==> src/hw/rtl/rect_query_result_cache_defines.svh <==
// Assertion macros shared by the rectangle query result cache RTL.
// Included by the top level; no other dependencies.
`ifndef RECT_QUERY_RESULT_CACHE_DEFINES_SVH
`define RECT_QUERY_RESULT_CACHE_DEFINES_SVH
`ifndef SYNTHESIS
`define RQC_ASSERT_IMPL(label, clk, rst_n, a, b) \
    label: assert property (@(posedge clk) disable iff (!rst_n) (a) |-> (b)) \
        else $error("rect_query_result_cache: check failed");
`define RQC_ASSERT_NEXT(label, clk, rst_n, a, b) \
    label: assert property (@(posedge clk) disable iff (!rst_n) (a) |=> (b)) \
        else $error("rect_query_result_cache: check failed");
`else
`define RQC_ASSERT_IMPL(label, clk, rst_n, a, b)
`define RQC_ASSERT_NEXT(label, clk, rst_n, a, b)
`endif
`endif

==> src/hw/rtl/rqc_ram.sv <==
// Generic single write port, single read port RAM with registered read data.
// No dependencies.
module rqc_ram #(
    parameter int WIDTH = 8,
    parameter int DEPTH = 16
) (
    input  logic                     clk,
    input  logic                     wr_en,
    input  logic [$clog2(DEPTH)-1:0] wr_addr,
    input  logic [WIDTH-1:0]         wr_data,
    input  logic [$clog2(DEPTH)-1:0] rd_addr,
    output logic [WIDTH-1:0]         rd_data
);
    logic [WIDTH-1:0] mem_reg [DEPTH];
    logic [WIDTH-1:0] rd_data_reg;

    always_ff @(posedge clk)
    begin
        if (wr_en)
        begin
            mem_reg[wr_addr] <= wr_data;
        end
        rd_data_reg <= mem_reg[rd_addr];
    end

    assign rd_data = rd_data_reg;
endmodule

==> config.mk <==
export PLATFORM = sky130hd
export DESIGN_NAME = rqc_ram
export DESIGN_NICKNAME = d
export VERILOG_FILES = /design/src/hw/rtl/rect_query_result_cache_defines.svh /design/src/hw/rtl/rqc_ram.sv
export SDC_FILE = /design/constraint.sdc
export NUM_CORES = 1
export LEC_CHECK = 0
export BUFFER_PORTS_ARGS = -buffer_cell sky130_fd_sc_hd__buf_2
export CAP_MARGIN = 20
export CORE_UTILIZATION = 54
export DETAILED_ROUTE_END_ITERATION = 10
export PLACE_DENSITY = 0.74
export SYNTH_ARGS = -nofsm -noshare
export SYNTH_HDL_FRONTEND = slang
export SYNTH_SLANG_ARGS = --single-unit
==> constraint.sdc <==
create_clock -name clk -period 1.6 [get_ports clk]
set_input_delay 0 -clock clk [delete_from_list [all_inputs] [get_ports clk]]
set_output_delay 0 -clock clk [all_outputs]
set_load 0.1 [all_outputs]
; After elaboration in Yosys (flattened, before gate mapping)
; Memories as Yosys holds them, arrays and structs flattened. A register that Yosys moved wholly into a read port is not among the register bits.
; Index checks and enable logic that the tools add are counted.
[totals]
regBits = 0
latchBits = 0
ram_bits = 128
romBits = 0
inputBits = 18
word_cells = 3
n_memories = 1
[mem_list]
columns = memory, words, word_bits, read_ports, rd_clocked_by_memory_dff, wr, line_no
row1 = mem_reg, 16, 8, 1, 1, 1, rqc_ram.sv:14  ; logic [WIDTH-1:0] mem_reg [DEPTH];
[classes]
n_addsub = 0
n_mul = 0
div_mod_pow = 0
magnitude_cmp = 0
eq_ne = 0
shift = 0
muxes = 2
bitwise_logic = 0
n_reduce_logical = 0
[op_table]
columns = operator, n
row1 = two-way mux 1 bit, 2

; Depth between registers and ports, before layout
; Gate-level depths: netlist of run 1.
[logic_depth]
ltp_word = 2
depth_mapped = 5

; Worst setup path before layout of run 1
; OpenSTA, ideal clock, no wires.
[synth_path]
kind = input to register
from = input port wr_addr[2]
to = memory mem_reg[0][0], enable pin
t_arrival_ns = 1.110
t_required_ns = 1.217
slack_ns = 0.107
cell_stages = 2
path_buffers = 0
cell_sequence = or3b_2 -> nor3_1
[synth_lines]
columns = item, line_no
row1 = from (decl), rqc_ram.sv:9  ; input logic [$clog2(DEPTH)-1:0] wr_addr,
row2 = to (decl), rqc_ram.sv:14
; No word-level cell before the write port.

==> results of run 1 <==
through the flow:
step	util	instance area [um2]	hold WS, ns
floorplan	-	5150	0.0989
global placement	0.600	5540	0.385
detailed placement	0.600	5540	0.395
CTS	0.666	6150	0.0225
global route	0.666	6150	0.0421
finish	0.666	6150	0.0497
repair_timing:
action,in CTS,in global routing
hold endpoints to repair,128,0
endpoints found under the setup margin,0,0
hold buffers,8,0
worst paths after layout:
check	to	slack, ns	from	cells after the start
setup / recovery	rd_data[4]	0.24	mem_reg[3][4]	3
setup reg to reg	rd_data[4]	0.24	mem_reg[3][4]	3
hold reg to reg	rd_data[4]	0.67	mem_reg[14][4]	3
hold / removal	mem_reg[0][4]	0.05	wr_addr[0]	3
metal layers:
metal,vias to the layer above,part of all wire,global-route usage
li1,1098,-,-
met2,104,0.52,0.366
met1,1300,0.40,0.313
met3,11,0.063,0.0548
met5,-,0,0
met4,0,0.014,0.112
where the power goes:
group	internal, mW	switching, mW
clock network	2.17	1.28
registers	3.99	0.0260
logic	0.180	0.383
total	6.33	1.69
cells in the final DEF (no fill, tap or decap), types with 2 or more instances in the layout:
cell           count
a22oi_1           16
buf_12             3
buf_2             25
buf_4             18
clkbuf_1           7
clkbuf_16         16
clkbuf_8           4
clkinv_1           2
clkinv_2           2
dfxtp_1            8
dlygate4sd3_1      8
edfxtp_1         128
mux4_1            14
mux4_2            18
nand2_1            9
nand2b_1           2
nand3b_1           2
nor2_1            13
nor3_1             4
area by class of cell:
class                   instances  share of cell area
clock buffers                  27              0.0783
well taps                     129              0.0262
repair buffers                 54              0.0651
flip-flops and latches        136               0.651
clock inverters                 5             0.00773
multi-input cells              83               0.172
kinds of logic after synthesis:
| group | Yosys count | synth area share |
|---|---|---|
| and+or+nand+nor | 35 | 0.0318 |
| DFF | 136 | 0.778 |
| buffers and inverters | 10 | 0.0168 |
| muxes | 32 | 0.150 |
| AOI/OAI and AO/OA | 16 | 0.0233 |
tightest hold or removal path: cells and delay by family:
family,cells,cell delay (ns)
buffers and inverters,2,0.31
and+or+nand+nor,1,0.06
==> impl_metrics.ini, run 1 <==
[synth]
synthCells = 229
synth.top_cell.area_share = 0.747
synthTopCellsByArea = edfxtp_1 (75%), mux4_2 (7.9%), mux4_1 (7.1%), dfxtp_1 (3.1%), a22oi_1 (2.3%)
synth_common_cells = edfxtp_1 (128), mux4_2 (18), a22oi_1 (16)
yosysSeqAreaShare = 0.778
synth_largest_area_cell = edfxtp_1
synth_ff_type = edfxtp_1
syn_nets = 247
syn_area_um2 = 5150
synth_cell_type_count = 19
yosysMostFrequentCell = edfxtp_1
synth_edf_count = 128
syn_avg_cell_area_um2 = 22.5
async_flop_share = 0
synth-seq-cells = 136
yosysWarningCount = 0

[clocking]
post_cts_buffers = 0
cts_buffers = 17
root_buffer = clkbuf_8
cts_tree = built
clock_sinks = 136
htree_levels = 4
clockBufferDepth = 2
cts_resized = 0
clk_pin_slew_ns = 0.06
worstSkewPairLatency_ns = 0.50

[place]
port_buffers = 25
dpl.cell_count = 394
dp_slack_ns = 0.179
hpwl_um = 5990
place_congestion = 0.714

[job]
max_cap_viol_count = 0

[finish]
diodes = 0
fillers = 579
register_area_um2 = 4000
final_cells = 434
final_nets = 310
areaGrowthSynthToFinish_pct = 19.5
largest_reg_flops = 128
multiInputGateArea_um2 = 1060
drive_gt1_frac = 0.289

[global_route]
grt_pass1_wl_um = 15500
grt_start_max_net_pins = 33
grt_usage = 0.233
antenna_found_initial = 0
grt_overflow = 0
grt_pass1_vias = 2589

[die]
die_area_um2 = 9930
ios = 26
core-area_um2 = 9240
placementRows = 35
die-height_um = 99.6
initial_utilization = 0.557
die_w_um = 99.6

[drt]
vias_per_cell = 5.79
post-route-drc-count = 0
wl_um = 10200
vias = 2513
wl_per_cell_um = 23.4
first_pass_iters = 4
ant_nets = 0
drt_iter0_drc = 208

[timing]
rsz0062_at_grt = false
post-route-period-util = 0.849
fmax_ghz = 0.736
finalHoldViolCount = 0
worstMarginPinSlew_ns = 0.506
tns_ns = 0
finalCriticalPeriod_ns = 1.36
finalWorstSetupSlack_ns = 0.242
slew_viol_final = 0
setup_violations = 0
max-slew-margin-rel = 0.665
skew_ns = 0.00800

[worst_setup_path]
crit_family = multiplexers
required_ns = 1.98
end_kind = register
cp-start-kind = register
path_cells = mux4_2 -> a22oi_1 -> nand2_1
path_max_fanout = 1
critPathKind = reg2reg
crit_slowest_cell = mux4_2
crit_buf_inv = 0
slowest_delay_ns = 0.49
worstPathArrival_ns = 1.74

[power]
p_total_mw = 8.02
leakagePower_nw = 2.11
irDropWorstVdd_uv = 713
p_per_area_nw_per_um2 = 1300

[min_path]
min_path_type = in2reg

[run_status]
status = finished, final reports clean
Note: power is estimated with default switching activity, not from simulation.
==> run 2, diff against run 1 <==
clock period = 1.1 ns   (was 1.6 ns; I/O delays follow)
==> run 2 against run 1 <==
  * Combinational power grew 74%
  * Via count grew 0.28%
  * Largest power group unchanged
  * Utilization grew 2.7 points
  * The run now ends with setup timing left
  * Critical path type unchanged
  * Critical path depth is the same
  * Setup slack lost 0.44 ns
==> impl_metrics.ini, run 2 (synthesis gave the netlist of run 1 again) <==
[finish]
layout_common_cells = edfxtp_1 (128), mux4_2 (32), buf_2 (17), buf_4 (17), clkbuf_16 (16)
areaGrowthSynthToFinish_pct = 24.4
multiInputGateArea_um2 = 1080
mostFrequentLayoutCell = edfxtp_1
largest_reg_flops = 128
final_nets = 313
register_area_um2 = 4010
fillers = 544
diodes = 0
drive_gt1_frac = 0.425

[clocking]
clockBufferDepth = 2
clock_sinks = 136
root_buffer = clkbuf_8
htree_levels = 4
worstSkewPairLatency_ns = 0.52
cts_buffers = 17
cts_tree = built
clk_pin_slew_ns = 0.06

[global_route]
antenna_found_initial = 0
grt_pass1_vias = 2717
grt_usage = 0.229
grt_start_max_net_pins = 17
grt_pass1_wl_um = 15500
grt_overflow = 0

[power]
irDropWorstVdd_uv = 1160
p_comb_frac = 0.080
power.switching_mw = 2.66
p_total_mw = 12.2
pwr-share-seq = 0.480
leakagePower_nw = 2.15
clkPwrFrac = 0.439
p_sw_frac = 0.218
cellInternalPower_mw = 9.52
p_per_area_nw_per_um2 = 1900

[timing]
finalCriticalPeriod_ns = 1.29
post-route-period-util = 1.18
slew_viol_final = 0
tns_ns = -1.32
worstMarginPinSlew_ns = 0.933
fmax_ghz = 0.773
finalHoldViolCount = 0
max-slew-margin-rel = 0.376
setup_violations = 8
skew_ns = 0.00500
finalWorstSetupSlack_ns = -0.193
rsz0062_at_grt = true

[drt]
ant_nets = 0
post-route-drc-count = 0
wl_um = 10100
wl_per_cell_um = 23.1
drt_iter0_drc = 224
first_pass_iters = 4
vias_per_cell = 5.77
vias = 2520

[worst_setup_path]
required_ns = 1.50
cp-start-kind = register
critPathKind = reg2reg
rrSetupSlack_ns = -0.19
end_kind = register
path_max_fanout = 1
worstPathArrival_ns = 1.70

[die]
die_w_um = 99.6
initial_utilization = 0.557
ios = 26
die_area_um2 = 9930
core-area_um2 = 9240
placementRows = 35
die-height_um = 99.6

[run_status]
status = finished, violations left
violations = setup timing

[place]
hpwl_um = 6080
place_congestion = 0.756
port_buffers = 25

[min_path]
min_path_type = in2reg

[job]
max_cap_viol_count = 0
==> run 2: cell count changes in the layout (fill, tap and decap cells not counted), moves of 6 or more <==
cell	delta
a22oi_2	+7
mux4_2	+14
clkbuf_1	-6
a22oi_1	-7
buf_12	+11
buf_2	-8
mux4_1	-14
==> run 2: worst max-delay path: stages, from the launching register on <==
cell and delay (ns):
edfxtp_1 0.41, mux4_2 0.48, a22oi_2 0.22, nand2_1 0.07
==> run 2: final timing paths <==
path / startpoint / end / depth (start not counted)
max reg2reg: mem_reg[1][0] / rd_data[0] / 3
max: mem_reg[1][0] / rd_data[0] / 3
min: wr_addr[1] / mem_reg[0][6] / 3
min reg2reg: mem_reg[14][2] / rd_data[2] / 3
==> run 2: stage by stage <==
| step | worst slack (ns) | util | instances | hold WS [ns] | instance area (um2) |
|---|---|---|---|---|---|
| floorplan | -0.0269 | - | 229 | 0.0989 | 5130 |
| global placement | -0.257 | 0.612 | 397 | 0.381 | 5660 |
| detailed placement | -0.312 | 0.612 | 397 | 0.395 | 5660 |
| CTS | -0.188 | 0.690 | 437 | 0.0465 | 6370 |
| global route | -0.234 | 0.693 | 437 | 0.0516 | 6400 |
| finish | -0.193 | 0.693 | 437 | 0.0677 | 6400 |
==> run 2: final cells by class <==
cell class                 count  share of cell area
tap                          129              0.0252
clock inverter                12              0.0195
multi-input combinational     83               0.168
clock buffer                  20              0.0695
timing repair buffer          57              0.0918
sequential                   136               0.626
==> run 2: power groups by stage <==
stage	Sequential, mW	Clock (mW)	Combinational, mW
4_1_cts	5.85	5.42	0.964
3_5_place_dp	5.94	0	0.886
5_1_grt	5.86	5.67	1.02
2_1_floorplan	6.18	0	0.311
6_report	5.85	5.35	0.979
3_3_place_gp	5.94	0	0.862
==> run 2: routing by layer <==
| metal | track usage | vias to the layer above | wire [um] |
|---|---|---|---|
| li1 | - | 1092 | - |
| met1 | 0.288 | 1341 | 3910 |
| met2 | 0.378 | 75 | 5570 |
| met3 | 0.0618 | 12 | 488 |
| met4 | 0.0973 | 0 | 128 |
| met5 | 0 | - | 0 |
==> run 2: what timing repair did <==
item	CTS	global route
gates cloned	0	0
buffers inserted	0	0
pin swaps	0	2
hold endpoints to repair	128	0
gates resized for setup	16	10
hold buffers	8	0
endpoints found under the setup margin	12	15
==> run 3, diff against run 2 <==
PLACE_DENSITY = 0.72   (was 0.74)
SKIP_LAST_GASP = 1   (was not set)
==> run 3 against run 2 <==
  * The flow still finishes with violations (setup timing)
  * Via count shrank 2.3%
  * Setup slack got worse by 0.013 ns
  * Count of clock-buffer cells in the layout decreased by 1
  * Largest cell class unchanged
  * Power is 2.2% lower
  * Clock power down 4.5%
==> impl_metrics.ini, run 3 (synthesis gave the netlist of run 1 again) <==
[drt]
ant_nets = 0
drt_iter0_drc = 202
first_pass_iters = 5
vias_per_cell = 5.59
wl_um = 9710
post-route-drc-count = 0
vias = 2461
wl_per_cell_um = 22.1

[job]
max_cap_viol_count = 0

[finish]
mostFrequentLayoutCell = edfxtp_1
fillers = 568
postLayoutCoreUtil = 0.690
final_area_um2 = 6380
diodes = 0
final_cells = 440
final_nets = 316
layout_common_cells = edfxtp_1 (128), mux4_2 (32), buf_4 (19)
largest_reg_flops = 128
drive_gt1_frac = 0.412
areaGrowthSynthToFinish_pct = 23.9

[global_route]
antenna_found_initial = 0
grt_usage = 0.225
grt_pass1_wl_um = 15200
grt_util_met2 = 0.366
grt_use_met1 = 0.304
use_met3 = 0.0548
grt_start_max_net_pins = 20
grt_pass1_vias = 2578
grt_overflow = 0
busiest_layer = met2

[timing]
worstMarginPinSlew_ns = 0.804
rsz0062_at_grt = true
max-slew-margin-rel = 0.463
fmax_ghz = 0.766
fin_hold_ws_ns = 0.0365
finalCriticalPeriod_ns = 1.31
post-route-period-util = 1.19
tns_ns = -1.33
slew_viol_final = 0
setup_violations = 8
finalHoldViolCount = 0
finalWorstSetupSlack_ns = -0.205
skew_ns = 0.0139

[clocking]
clk_pin_slew_ns = 0.06
clock_sinks = 136
htree_levels = 4
cts_tree = built
post_cts_buffers = 0
root_buffer = clkbuf_8
clockBufferDepth = 2
worstSkewPairLatency_ns = 0.51
cts_buffers = 17

[run_status]
violations = setup timing
status = finished, violations left

[place]
placed_cell_area_um2 = 5660
place_congestion = 0.732
dp_slack_ns = -0.330
hpwl_um = 6170
port_buffers = 25
dpl.cell_count = 400

[die]
initial_utilization = 0.557
die_w_um = 99.6
placementRows = 35
die_area_um2 = 9930
die-height_um = 99.6
core-area_um2 = 9240
ios = 26

[worst_setup_path]
path_max_fanout = 1
end_kind = register
cp-start-kind = register
worstPathArrival_ns = 1.70
required_ns = 1.49
critPathKind = reg2reg

[power]
leakagePower_nw = 2.13
irDropWorstVdd_uv = 1490
p_total_mw = 11.9
p_per_area_nw_per_um2 = 1870

[min_path]
min_path_type = in2reg
run 3: cell count changes in the layout (fill, tap and decap cells not counted), sizes merged:
| cell | change |
|---|---|
| buf | +3 |
| inv | +3 |
| clkinv | -2 |
| bufinv | -1 |
| clkbuf | -1 |
| clkinvlp | +1 |
run 3: worst max-delay path, stage by stage (launching register included):
cell and delay [ns]:
edfxtp_1 0.43, mux4_2 0.51, a22oi_2 0.17, nand2_1 0.08
run 3: report_power, final:
| group | switching [mW] | internal, mW | total (mW) |
|---|---|---|---|
| Combinational | 0.567 | 0.381 | 0.948 |
| Clock | 2.10 | 3.02 | 5.11 |
| Sequential | 0.0538 | 5.80 | 5.85 |
| Total | 2.72 | 9.20 | 11.9 |
run 3: routing by layer:
| metal | wire (um) | share of wire |
|---|---|---|
| met1 | 3770 | 0.39 |
| met2 | 5090 | 0.52 |
| met3 | 751 | 0.077 |
| met4 | 95 | 0.0098 |
| met5 | 0 | 0 |
run 3: path summary, 6_finish.rpt:
| kind | start | to | slack, ns | cells after the start |
|---|---|---|---|---|
| worst max-delay path | mem_reg[0][1] | rd_data[1] | -0.21 | 3 |
| worst min register to register | mem_reg[13][2] | rd_data[2] | 0.67 | 3 |
| worst max register to register | mem_reg[0][1] | rd_data[1] | -0.21 | 3 |
| worst min-delay path | wr_addr[1] | mem_reg[0][7] | 0.04 | 3 |
run 3: repair_timing:
action,in CTS,in global routing
endpoints found under the setup margin,15,11
hold buffers,8,0
gates resized for setup,17,9
pin swaps,3,0
endpoints found under the hold margin,128,0
run 3: final cells by class:
cell class	instances	area, um2	share of cell area
clock buffers	19	422	0.0661
clock inverters	13	123	0.0192
multi-input cells	83	1060	0.166
flip-flops and latches	136	4010	0.629
well taps	129	161	0.0253
repair buffers	60	602	0.0944
